--- config.mk ---
export PLATFORM = sky130hd
export DESIGN_NAME = sd_card_spi_init_and_block_read_top
export DESIGN_NICKNAME = d
export VERILOG_FILES = /design/src/sv/sdc_pkg.sv /design/src/sv/sdc_in_reg.sv /design/src/sv/sdc_core.sv /design/src/sv/sdc_out_reg.sv /design/src/sv/sd_card_spi_init_and_block_read_top.sv
export SDC_FILE = /design/constraint.sdc
export NUM_CORES = 1
export LEC_CHECK = 0
export BUFFER_PORTS_ARGS = -buffer_cell sky130_fd_sc_hd__buf_2
export CAP_MARGIN = 20
export CORE_AREA = 5 5 124 149
export CTS_CLUSTER_DIAMETER = 30
export DETAILED_ROUTE_END_ITERATION = 7
export DIE_AREA = 0 0 129 154
export GPL_ROUTABILITY_DRIVEN = 0
export PLACE_DENSITY = 0.79
export SLEW_MARGIN = 20
export SYNTH_ARGS = -nofsm -noshare
export SYNTH_HDL_FRONTEND = slang
export SYNTH_SLANG_ARGS = --single-unit
--- constraint.sdc ---
create_clock -name clk -period 5.57 [get_ports clk]
set_input_delay 1.3925 -clock clk [delete_from_list [all_inputs] [get_ports clk]]
set_output_delay 1.3925 -clock clk [all_outputs]
set_load 0.02 [all_outputs]
--- src/sv/sdc_pkg.sv ---
// shared types, codes and constants for the sd card spi controller
`default_nettype none

package sdc_pkg;

    localparam int SDC_BLOCK_BYTES = 512;
    localparam int SDC_WAKE_BYTES  = 32;
    localparam logic [15:0] SDC_RETRY_RESET = 16'd100;

    localparam int ADDR_W = 32;
    localparam int BYTE_W = 8;

    localparam logic [7:0] OP_CMD0   = 8'h40;
    localparam logic [7:0] OP_CMD8   = 8'h40 | 8'd8;
    localparam logic [7:0] OP_CMD17  = 8'h40 | 8'd17;
    localparam logic [7:0] OP_ACMD41 = 8'h40 | 8'd41;
    localparam logic [7:0] OP_CMD55  = 8'h40 | 8'd55;
    localparam logic [7:0] OP_CMD58  = 8'h40 | 8'd58;

    localparam logic [31:0] ECHO_ARG  = 32'h0000_01AA;
    localparam logic [31:0] CCS_ARG   = 32'h4000_0000;
    localparam logic [7:0]  CRC_CMD0  = 8'h95;
    localparam logic [7:0]  CRC_CMD8  = 8'h87;
    localparam logic [7:0]  CRC_CMD58 = 8'h00;
    localparam logic [7:0]  IDLE_BYTE = 8'hFF;
    localparam logic [7:0]  DATA_TOKEN = 8'hFE;
    localparam logic [7:0]  R1_IDLE   = 8'h01;
    localparam logic [7:0]  R1_READY  = 8'h00;

    typedef enum logic [1:0] {
        ACT_INIT = 2'd0,
        ACT_READ = 2'd1,
        ACT_XCHG = 2'd2
    } action_t;

    typedef enum logic [1:0] {
        ST_OK        = 2'd0,
        ST_INIT_FAIL = 2'd1,
        ST_READ_REJ  = 2'd2
    } status_t;

    typedef enum logic [3:0] {
        PH_IDLE  = 4'd0,
        PH_WAKE  = 4'd1,
        PH_PRE   = 4'd2,
        PH_CMD   = 4'd3,
        PH_POLL  = 4'd4,
        PH_EXTRA = 4'd5,
        PH_TOKEN = 4'd6,
        PH_DATA  = 4'd7,
        PH_CRC   = 4'd8
    } phase_t;

    typedef struct packed {
        logic [1:0]        action;
        logic [ADDR_W-1:0] block_address;
        logic [BYTE_W-1:0] rx_byte;
    } item_t;

    typedef struct packed {
        logic [BYTE_W-1:0] tx_byte;
        logic              chip_select;
        logic              high_speed;
        logic              exchange_request;
        logic              data_valid;
        logic [BYTE_W-1:0] data_byte;
        logic              last_data;
        logic              done_res;
        logic [1:0]        status;
    } res_t;

endpackage

`default_nettype wire

--- src/sv/sdc_in_reg.sv ---
// input register stage holding one request
`default_nettype none

module sdc_in_reg
    import sdc_pkg::*;
(
    input  wire logic  clk,
    input  wire logic  rst_n,
    input  wire logic  in_valid,
    output logic       in_ready,
    input  wire item_t in_item,
    input  wire logic  advance,
    output logic       held_valid,
    output item_t      held_item
);

    logic  valid_reg;
    logic  valid_next;
    item_t item_reg;

    assign in_ready   = !valid_reg || advance;
    assign valid_next = (in_valid && in_ready) || (valid_reg && !advance);

    always_ff @(posedge clk or negedge rst_n)
    begin
        if (!rst_n)
        begin
            valid_reg <= 1'b0;
        end
        else
        begin
            valid_reg <= valid_next;
        end
    end

    always_ff @(posedge clk)
    begin
        if (in_valid && in_ready)
        begin
            item_reg <= in_item;
        end
    end

    assign held_valid = valid_reg;
    assign held_item  = item_reg;

endmodule

`default_nettype wire

--- src/sv/sdc_core.sv ---
// controller state and per-exchange next-state logic
`default_nettype none

module sdc_core
    import sdc_pkg::*;
#(
    parameter int BLOCK_BYTES = SDC_BLOCK_BYTES,
    parameter int WAKE_BYTES  = SDC_WAKE_BYTES
)
(
    input  wire logic        clk,
    input  wire logic        rst_n,
    input  wire logic        cfg_wen,
    input  wire logic [15:0] cfg_wdata,
    input  wire logic        step,
    input  wire item_t       item,
    output res_t             res
);

    localparam int CNT_MAX = (BLOCK_BYTES > WAKE_BYTES) ? BLOCK_BYTES : WAKE_BYTES;
    localparam int CNT_W   = $clog2(CNT_MAX);

    localparam logic [CNT_W-1:0] WAKE_LAST  = CNT_W'(WAKE_BYTES - 1);
    localparam logic [CNT_W-1:0] BLOCK_LAST = CNT_W'(BLOCK_BYTES - 1);
    localparam logic [CNT_W-1:0] FRAME_LAST = CNT_W'(5);
    localparam logic [CNT_W-1:0] EXTRA_LAST = CNT_W'(3);

    phase_t           phase_reg,  phase_next;
    logic [15:0]      limit_reg,  limit_next;
    logic [15:0]      retry_reg,  retry_next;
    logic [CNT_W-1:0] bc_reg,     bc_next;
    logic [7:0]       code_reg,   code_next;
    logic [31:0]      arg_reg,    arg_next;
    logic [7:0]       reply_reg,  reply_next;
    logic [31:0]      shift_reg,  shift_next;
    logic             baddr_reg,  baddr_next;
    logic             fast_reg,   fast_next;

    logic        iss;
    logic [7:0]  iss_code;
    logic [31:0] iss_arg;
    logic        fin;
    status_t     fin_st;
    logic        cmd_done;
    logic [7:0]  rep;
    logic [31:0] shf;
    logic [15:0] retry_dec;
    logic [7:0]  frame;

    assign limit_next = cfg_wen ? cfg_wdata : limit_reg;
    assign retry_dec  = retry_reg - 16'd1;

    always_comb
    begin
        phase_next = phase_reg;
        retry_next = retry_reg;
        bc_next    = bc_reg;
        code_next  = code_reg;
        arg_next   = arg_reg;
        reply_next = reply_reg;
        shift_next = shift_reg;
        baddr_next = baddr_reg;
        fast_next  = fast_reg;
        iss        = 1'b0;
        iss_code   = OP_CMD0;
        iss_arg    = '0;
        fin        = 1'b0;
        fin_st     = ST_OK;
        cmd_done   = 1'b0;
        rep        = reply_reg;
        shf        = shift_reg;
        frame      = IDLE_BYTE;
        res        = '0;

        unique case (item.action)
            ACT_INIT:
            begin
                retry_next = limit_reg;
                fast_next  = 1'b0;
                phase_next = PH_WAKE;
                bc_next    = '0;
            end
            ACT_READ:
            begin
                iss      = 1'b1;
                iss_code = OP_CMD17;
                iss_arg  = baddr_reg ? {item.block_address[22:0], 9'd0}
                                     : item.block_address;
            end
            ACT_XCHG:
            begin
                unique case (phase_reg)
                    PH_WAKE:
                    begin
                        if (bc_reg == WAKE_LAST)
                        begin
                            // cmd0 attempt costs one from the budget
                            retry_next = retry_dec;
                            if (retry_dec == 16'd0)
                            begin
                                fin    = 1'b1;
                                fin_st = ST_INIT_FAIL;
                            end
                            else
                            begin
                                iss = 1'b1;
                            end
                        end
                        else
                        begin
                            bc_next = bc_reg + 1'b1;
                        end
                    end
                    PH_PRE:
                    begin
                        phase_next = PH_CMD;
                        bc_next    = '0;
                    end
                    PH_CMD:
                    begin
                        if (bc_reg == FRAME_LAST)
                        begin
                            phase_next = PH_POLL;
                            bc_next    = '0;
                        end
                        else
                        begin
                            bc_next = bc_reg + 1'b1;
                        end
                    end
                    PH_POLL:
                    begin
                        if (item.rx_byte != IDLE_BYTE)
                        begin
                            reply_next = item.rx_byte;
                            if (code_reg == OP_CMD8 || code_reg == OP_CMD58)
                            begin
                                phase_next = PH_EXTRA;
                                bc_next    = '0;
                            end
                            else
                            begin
                                cmd_done = 1'b1;
                                rep      = item.rx_byte;
                            end
                        end
                    end
                    PH_EXTRA:
                    begin
                        shift_next = {shift_reg[23:0], item.rx_byte};
                        if (bc_reg == EXTRA_LAST)
                        begin
                            cmd_done = 1'b1;
                            shf      = {shift_reg[23:0], item.rx_byte};
                        end
                        else
                        begin
                            bc_next = bc_reg + 1'b1;
                        end
                    end
                    PH_TOKEN:
                    begin
                        if (item.rx_byte == DATA_TOKEN)
                        begin
                            phase_next = PH_DATA;
                            bc_next    = '0;
                        end
                    end
                    PH_DATA:
                    begin
                        res.data_valid = 1'b1;
                        res.data_byte  = item.rx_byte;
                        if (bc_reg == BLOCK_LAST)
                        begin
                            res.last_data = 1'b1;
                            phase_next    = PH_CRC;
                            bc_next       = '0;
                        end
                        else
                        begin
                            bc_next = bc_reg + 1'b1;
                        end
                    end
                    PH_CRC:
                    begin
                        if (bc_reg != '0)
                        begin
                            fin = 1'b1;
                        end
                        else
                        begin
                            bc_next = CNT_W'(1);
                        end
                    end
                    default:
                    begin
                        // idle: exchange report ignored
                    end
                endcase
            end
            default:
            begin
                // unused action code: ignored
            end
        endcase

        // full reply received: pick the next command
        if (cmd_done)
        begin
            unique case (code_reg)
                OP_CMD0:
                begin
                    if (rep == R1_IDLE)
                    begin
                        iss      = 1'b1;
                        iss_code = OP_CMD8;
                        iss_arg  = ECHO_ARG;
                    end
                    else
                    begin
                        retry_next = retry_dec;
                        if (retry_dec == 16'd0)
                        begin
                            fin    = 1'b1;
                            fin_st = ST_INIT_FAIL;
                        end
                        else
                        begin
                            iss = 1'b1;
                        end
                    end
                end
                OP_CMD8:
                begin
                    if (rep[7:1] == 7'd0 && shf[9:0] == ECHO_ARG[9:0])
                    begin
                        iss      = 1'b1;
                        iss_code = OP_CMD55;
                    end
                    else
                    begin
                        fin    = 1'b1;
                        fin_st = ST_INIT_FAIL;
                    end
                end
                OP_CMD55:
                begin
                    iss      = 1'b1;
                    iss_code = OP_ACMD41;
                    iss_arg  = CCS_ARG;
                end
                OP_ACMD41:
                begin
                    if (rep == R1_IDLE)
                    begin
                        iss      = 1'b1;
                        iss_code = OP_CMD55;
                    end
                    else if (rep == R1_READY)
                    begin
                        iss      = 1'b1;
                        iss_code = OP_CMD58;
                    end
                    else
                    begin
                        fin    = 1'b1;
                        fin_st = ST_INIT_FAIL;
                    end
                end
                OP_CMD58:
                begin
                    fin = 1'b1;
                    if (rep == R1_READY)
                    begin
                        baddr_next = !shf[30];
                        fast_next  = 1'b1;
                    end
                    else
                    begin
                        fin_st = ST_INIT_FAIL;
                    end
                end
                OP_CMD17:
                begin
                    if (rep != R1_READY)
                    begin
                        fin    = 1'b1;
                        fin_st = ST_READ_REJ;
                    end
                    else
                    begin
                        phase_next = PH_TOKEN;
                        bc_next    = '0;
                    end
                end
                default:
                begin
                    fin    = 1'b1;
                    fin_st = ST_INIT_FAIL;
                end
            endcase
        end

        if (iss)
        begin
            code_next  = iss_code;
            arg_next   = iss_arg;
            phase_next = PH_PRE;
            bc_next    = '0;
        end

        if (fin)
        begin
            phase_next = PH_IDLE;
            bc_next    = '0;
        end

        // framed command byte for the next exchange
        if (bc_next == CNT_W'(0))
        begin
            frame = code_next;
        end
        else if (bc_next == CNT_W'(1))
        begin
            frame = arg_next[31:24];
        end
        else if (bc_next == CNT_W'(2))
        begin
            frame = arg_next[23:16];
        end
        else if (bc_next == CNT_W'(3))
        begin
            frame = arg_next[15:8];
        end
        else if (bc_next == CNT_W'(4))
        begin
            frame = arg_next[7:0];
        end
        else if (code_next == OP_CMD58)
        begin
            frame = CRC_CMD58;
        end
        else if (code_next == OP_CMD8)
        begin
            frame = CRC_CMD8;
        end
        else
        begin
            frame = CRC_CMD0;
        end

        res.high_speed       = fast_next;
        res.tx_byte          = (phase_next == PH_CMD) ? frame : IDLE_BYTE;
        res.exchange_request = (phase_next != PH_IDLE);
        res.chip_select      = (phase_next != PH_IDLE) && (phase_next != PH_WAKE)
                               && (phase_next != PH_PRE);
        res.done_res         = fin;
        res.status           = fin ? fin_st : ST_OK;
    end

    always_ff @(posedge clk or negedge rst_n)
    begin
        if (!rst_n)
        begin
            limit_reg <= SDC_RETRY_RESET;
        end
        else
        begin
            limit_reg <= limit_next;
        end
    end

    always_ff @(posedge clk or negedge rst_n)
    begin
        if (!rst_n)
        begin
            phase_reg <= PH_IDLE;
            retry_reg <= '0;
            bc_reg    <= '0;
            code_reg  <= '0;
            arg_reg   <= '0;
            reply_reg <= IDLE_BYTE;
            shift_reg <= '0;
            baddr_reg <= 1'b1;
            fast_reg  <= 1'b0;
        end
        else if (step)
        begin
            phase_reg <= phase_next;
            retry_reg <= retry_next;
            bc_reg    <= bc_next;
            code_reg  <= code_next;
            arg_reg   <= arg_next;
            reply_reg <= reply_next;
            shift_reg <= shift_next;
            baddr_reg <= baddr_next;
            fast_reg  <= fast_next;
        end
    end

endmodule

`default_nettype wire

--- src/sv/sdc_out_reg.sv ---
// result register stage toward the downstream receiver
`default_nettype none

module sdc_out_reg
    import sdc_pkg::*;
(
    input  wire logic clk,
    input  wire logic rst_n,
    input  wire logic load,
    input  wire res_t load_res,
    output logic      can_load,
    output logic      out_valid,
    input  wire logic out_ready,
    output res_t      out_res
);

    logic valid_reg;
    logic valid_next;
    res_t res_reg;

    assign can_load   = !valid_reg || out_ready;
    assign valid_next = load || (valid_reg && !out_ready);

    always_ff @(posedge clk or negedge rst_n)
    begin
        if (!rst_n)
        begin
            valid_reg <= 1'b0;
        end
        else
        begin
            valid_reg <= valid_next;
        end
    end

    always_ff @(posedge clk)
    begin
        if (load)
        begin
            res_reg <= load_res;
        end
    end

    assign out_valid = valid_reg;
    assign out_res   = res_reg;

endmodule

`default_nettype wire

--- src/sv/sd_card_spi_init_and_block_read_top.sv ---
// top level of the sd card spi-mode init and block read controller
//
// usage: every request on the slave stream is one step of the spi master.
// tuser carries the action: start init, start block read, or byte exchange
// done (with the received byte in tdata). each request yields exactly one
// result on the master stream: the next byte to shift out, chip select,
// whether another exchange is wanted, high speed, block data byte with
// tlast on the final one, and done plus status at the end of an operation.
// a request is first captured in the input register, then processed into the
// result register once that register can take it, and offered from there.
// throughput: one request per cycle while the result side is not stalled; the
// next-state logic is a single pass per request. in use each request is one
// spi byte exchange, so the link, not this block, sets the pace.
// a stalled master side holds its result while the input register still
// takes one more request, after which tready drops until the result moves.
// reset clears all control state: idle, byte addressing, slow link,
// retry limit back to 100. cfg_wen/cfg_wdata load the cmd0 retry limit; the
// user must write them only while no request is in flight; the block does not enforce it.
`default_nettype none

module sd_card_spi_init_and_block_read_top
    import sdc_pkg::*;
#(
    parameter int BLOCK_BYTES = SDC_BLOCK_BYTES,
    parameter int WAKE_BYTES  = SDC_WAKE_BYTES
)
(
    input  wire logic        clk,
    input  wire logic        rst_n,
    // cmd0 retry limit
    input  wire logic        cfg_wen,
    input  wire logic [15:0] cfg_wdata,
    // request stream
    input  wire logic        s_axis_tvalid,
    output logic             s_axis_tready,
    input  wire logic [39:0] s_axis_tdata,  // block_address[31:0], rx_byte[39:32]
    input  wire logic [1:0]  s_axis_tuser,  // action[1:0]
    // result stream
    output logic             m_axis_tvalid,
    input  wire logic        m_axis_tready,
    // tx_byte[7:0], chip_select[8], high_speed[9], exchange_request[10],
    // data_byte[18:11], done_res[19], status[21:20], zero[23:22]
    output logic [23:0]      m_axis_tdata,
    output logic             m_axis_tuser,  // data_valid
    output logic             m_axis_tlast   // last_data
);

    item_t in_item;
    item_t held_item;
    logic  held_valid;
    logic  advance;
    logic  can_load;
    res_t  step_res;
    res_t  out_res;

    assign in_item.action        = s_axis_tuser;
    assign in_item.block_address = s_axis_tdata[31:0];
    assign in_item.rx_byte       = s_axis_tdata[39:32];

    // a held request is processed when the result register can take it
    assign advance = held_valid && can_load;

    sdc_in_reg u_in
    (
        .clk        (clk),
        .rst_n      (rst_n),
        .in_valid   (s_axis_tvalid),
        .in_ready   (s_axis_tready),
        .in_item    (in_item),
        .advance    (advance),
        .held_valid (held_valid),
        .held_item  (held_item)
    );

    sdc_core
    #(
        .BLOCK_BYTES (BLOCK_BYTES),
        .WAKE_BYTES  (WAKE_BYTES)
    )
    u_core
    (
        .clk       (clk),
        .rst_n     (rst_n),
        .cfg_wen   (cfg_wen),
        .cfg_wdata (cfg_wdata),
        .step      (advance),
        .item      (held_item),
        .res       (step_res)
    );

    sdc_out_reg u_out
    (
        .clk       (clk),
        .rst_n     (rst_n),
        .load      (advance),
        .load_res  (step_res),
        .can_load  (can_load),
        .out_valid (m_axis_tvalid),
        .out_ready (m_axis_tready),
        .out_res   (out_res)
    );

    assign m_axis_tdata = {2'b00, out_res.status, out_res.done_res, out_res.data_byte,
                           out_res.exchange_request, out_res.high_speed,
                           out_res.chip_select, out_res.tx_byte};
    assign m_axis_tuser = out_res.data_valid;
    assign m_axis_tlast = out_res.last_data;

`ifndef ASSERT_OFF
    // an accepted request is held in the input register in the next cycle
    a_take_holds: assert property (@(posedge clk) disable iff (!rst_n)
        (s_axis_tvalid && s_axis_tready) |=> held_valid)
        else $error("accepted request not held");

    // a held request moves into an empty result register
    a_moves_on: assert property (@(posedge clk) disable iff (!rst_n)
        (held_valid && !m_axis_tvalid) |=> m_axis_tvalid)
        else $error("held request did not reach result register");

    // last block byte is always a data byte
    a_last_is_data: assert property (@(posedge clk) disable iff (!rst_n)
        (m_axis_tvalid && m_axis_tlast) |-> m_axis_tuser)
        else $error("tlast without data");

    // no exchange wanted means select released and idle byte
    a_idle_link: assert property (@(posedge clk) disable iff (!rst_n)
        (m_axis_tvalid && !m_axis_tdata[10]) |->
            (!m_axis_tdata[8] && m_axis_tdata[7:0] == IDLE_BYTE))
        else $error("select or data driven while no exchange wanted");
`endif

endmodule

`default_nettype wire
==> impl_metrics.csv <==
group,metric,value,unit
outcome,outcome,"completed",
floorplan,placement_rows,52,
routing,drc_errors,0,
floorplan,die-height,154,microns
cells_and_area,post_layout_util,0.665,
cells_and_area,post_route_cell_area,0.0112,sq mm
synth,commonest_register_cell_after_synthesis,"sky130_fd_sc_hd__dfrtp_1",
power,p_per_area,321,mW/mm^2
floorplan,floorplan.die_area,0.0199,sq mm
sta,grt_setup_unrepaired,"no",
sta,worst_slew_pin_slew,0.926,ns
cts,cts_root_buf,"sky130_fd_sc_hd__clkbuf_16",
synth,syn_avg_cell_area,9.89,sq um
synth,synth_enable_flop_cells,66,
power,design_power_total,3580,uW
routing,viasPerCell,6.45,
setup_path,timing.critical_path.fanout_max,20,
sta,total_negative_slack_for_setup_checks,0,ns
global_route,grt-ovfl-total,0,
global_route,antenna_violations_before_repair,0,
routing,drt-initial-drc-count,669,
place,place_inst,1265,
cts,clkSlewWorstSetupHoldPaths,0.07,ns
global_route,via_count_of_the_first_global_routing_pass,8476,
synth,synth-seq-cells,176,
sta,layout_worst_path_cycle_share,0.805,
cts,clock_insertion_delay_worst_skew,0.44,ns
floorplan,start_util,0.592,
sta,clock.fmax,223,MHz
floorplan,core-area,0.0168,sq mm
cells_and_area,synthToLayoutAreaGrowth,12.3,%
global_route,grt_first_pass_wirelength,42200,microns
synth,synth-warning-count,0,
setup_path,required,5.75,ns
place,io_buffer_count,88,
cts,cts_tree,"done",
cts,setup_repair_bufs_after_cts,0,
cells_and_area,largest_register_ffs,42,
sta,final-hold-violation-count,0,
power,vdd_drop_max,0.249,mV
setup_path,end_kind,"flop",
synth,synth.yosys.seq_area_share,0.478,
cts,clk_path_buf_depth,2,
synth,async_flop_share,0.625,
cts,cts.sinks,176,
cts,cts_hold_buf,0,
floorplan,die_width,129,microns
cells_and_area,diodes,0,
floorplan,top_level_ports,91,
synth,mapped_cell_area,0.00993,sq mm
setup_path,cp-start-kind,"flop",
sta,timing.max_slew.rel_slack,0.367,
sta,worst_case_clock_skew,0.00861,ns
cts,postCtsResizedCells,0,
routing,wirelength,25700,microns
cells_and_area,final-instance-count-excl-fill,1297,
sta,finalSetupViolations,0,
cts,cts_htree_levels,4,
place,hpwl,18700,microns
run,cap_viol_max_count,0,
cts,tritoncts.num_buffers,17,
cells_and_area,layout.cells.most_common,"sky130_fd_sc_hd__nand2_1",
power,leakage,0.00457,uW
cells_and_area,final_cell_mix,"123 x sky130_fd_sc_hd__nand2_1, 98 x sky130_fd_sc_hd__dfrtp_1, 88 x sky130_fd_sc_hd__o21ai_0",
sta,layout_min_cycle_time,4.48,ns
place,place_area,0.0106,sq mm
cells_and_area,drive_gt1_frac,0.220,
sta,maxSlewViolCount,0,
synth,syn-instance-count,1004,
synth,synth_cell_types,92,
min_path,hold_path_class,"reg -> reg",
setup_path,setup.worst_path.class,"reg -> reg",
routing,num_vias,8370,
routing,route.antenna.remaining_nets,0,
routing,routed_wire_length_per_instance,19.8,microns
global_route,grtUsageTotal,0.266,
cells_and_area,num-nets-final,1140,
routing,drtPass1Iterations,5,
setup_path,worst-endpoint-arrival,4.67,ns
global_route,grt_max_degree,71,
-- where the power goes --
| group | switching (uW) | leakage, uW | total, uW | internal [uW] |
|---|---|---|---|---|
| Sequential | 146 | 0.00203 | 1640 | 1500 |
| Clock | 554 | 0.000281 | 1190 | 640 |
| Combinational | 469 | 0.00225 | 744 | 275 |
-- worst paths after layout --
check                                                from                          endpoint  slack, ns  depth (start not counted)
min in group asynchronous                           rst_n  u_core.shift_reg[14]$_DFFE_PN0P_       1.09                          1
max                          u_core.bc_reg[5]$_DFFE_PN0P_   u_out.out_res[16]$_SDFFCE_PP1P_       1.09                         11
max reg2reg                  u_core.bc_reg[5]$_DFFE_PN0P_   u_out.out_res[16]$_SDFFCE_PP1P_       1.09                         11
min                        u_core.arg_reg[26]$_DFFE_PN0P_    u_core.arg_reg[26]$_DFFE_PN0P_       0.47                          2
min reg2reg                u_core.arg_reg[26]$_DFFE_PN0P_    u_core.arg_reg[26]$_DFFE_PN0P_       0.47                          2
max in group asynchronous                           rst_n   u_core.reply_reg[0]$_DFFE_PN1P_       3.42                          2
-- critical path, stage by stage (launching register included) --
cell and delay, ns:
sky130_fd_sc_hd__dfrtp_1 0.50, sky130_fd_sc_hd__nor4_4 0.58, sky130_fd_sc_hd__nand4_1 0.36, sky130_fd_sc_hd__mux2_2 0.40
sky130_fd_sc_hd__o211ai_1 0.17, sky130_fd_sc_hd__a32oi_1 0.40, sky130_fd_sc_hd__and2_1 0.67, sky130_fd_sc_hd__nand4_4 0.22
sky130_fd_sc_hd__nor3_2 0.48, sky130_fd_sc_hd__o311ai_1 0.19, sky130_fd_sc_hd__a31oi_1 0.19, sky130_fd_sc_hd__o21ai_1 0.07
-- metrics by stage --
stage	setup WS (ns)	hold WS (ns)
final	1.09	0.472
after global routing	0.697	0.499
after CTS	1.14	0.477
after detailed placement	1.19	0.461
after global placement	1.32	0.457
after floorplan	1.70	0.443
-- layout make-up --
class	count	area [sq um]
Fill cell	1349	5630
Multi-Input combinational cell	747	4880
Sequential cell	176	4750
Timing Repair Buffer	106	591
Clock buffer	17	425
Tap cell	216	270
Clock inverter	15	170
Inverter	20	75.1
-- routing by layer --
| layer | GRT usage | part of all wire | vias up | routed length (microns) |
|---|---|---|---|---|
| li1 | - | - | 3908 | - |
| met1 | 0.313 | 0.38 | 3971 | 9800 |
| met2 | 0.456 | 0.51 | 401 | 13000 |
| met3 | 0.0500 | 0.066 | 90 | 1700 |
| met4 | 0.141 | 0.048 | 0 | 1230 |
| met5 | 0 | 0 | - | 0 |
-- cell families after synthesis --
family	after synthesis	share of synthesized area
buffers and inverters	82	0.0327
AO/OA/AOI/OAI	286	0.191
AND/OR/NAND/NOR	369	0.198
XOR/XNOR	6	0.00529
adder cells (fa/ha/maj)	9	0.0113
other	1	0.000378
multiplexers	75	0.0835
flip-flops	176	0.478
-- Yosys cell counts, types with 5 or more instances --
master                        n  area share
sky130_fd_sc_hd__o21a_1       5      0.0038
sky130_fd_sc_hd__a31oi_1     13      0.0082
sky130_fd_sc_hd__nand2_1    124       0.047
sky130_fd_sc_hd__o22ai_1      8      0.0050
sky130_fd_sc_hd__mux2_2      53       0.060
sky130_fd_sc_hd__dfstp_2     12       0.032
sky130_fd_sc_hd__and2_1      20       0.013
sky130_fd_sc_hd__mux2i_1     21       0.021
sky130_fd_sc_hd__a21o_1       6      0.0045
sky130_fd_sc_hd__dfrtp_1     98        0.25
sky130_fd_sc_hd__nor2b_1      6      0.0038
sky130_fd_sc_hd__nand2b_1     8      0.0050
sky130_fd_sc_hd__nor3_1      28       0.014
sky130_fd_sc_hd__nand3b_1     5      0.0038
sky130_fd_sc_hd__a22o_1      15       0.013
sky130_fd_sc_hd__a21oi_1     55       0.028
sky130_fd_sc_hd__nor4_1      11      0.0069
sky130_fd_sc_hd__buf_2        8      0.0040
sky130_fd_sc_hd__or3_1        7      0.0044
sky130_fd_sc_hd__o211ai_1     8      0.0060
sky130_fd_sc_hd__o2111ai_1    5      0.0044
sky130_fd_sc_hd__a22oi_1     14       0.011
sky130_fd_sc_hd__nand4_1      8      0.0050
sky130_fd_sc_hd__nand3_1     28       0.014
sky130_fd_sc_hd__inv_1       19      0.0072
sky130_fd_sc_hd__edfxtp_1    66        0.20
sky130_fd_sc_hd__a2111oi_0    5      0.0044
sky130_fd_sc_hd__o31ai_1     14       0.011
sky130_fd_sc_hd__nor2_1      62       0.023
sky130_fd_sc_hd__o21ai_0     88       0.044
sky130_fd_sc_hd__clkbuf_1    49       0.019
sky130_fd_sc_hd__and3_1      11      0.0069
sky130_fd_sc_hd__a32oi_1      5      0.0044
sky130_fd_sc_hd__or4_1        9      0.0068
sky130_fd_sc_hd__ha_1         9       0.011
Note: power is estimated with default switching activity, not from simulation.
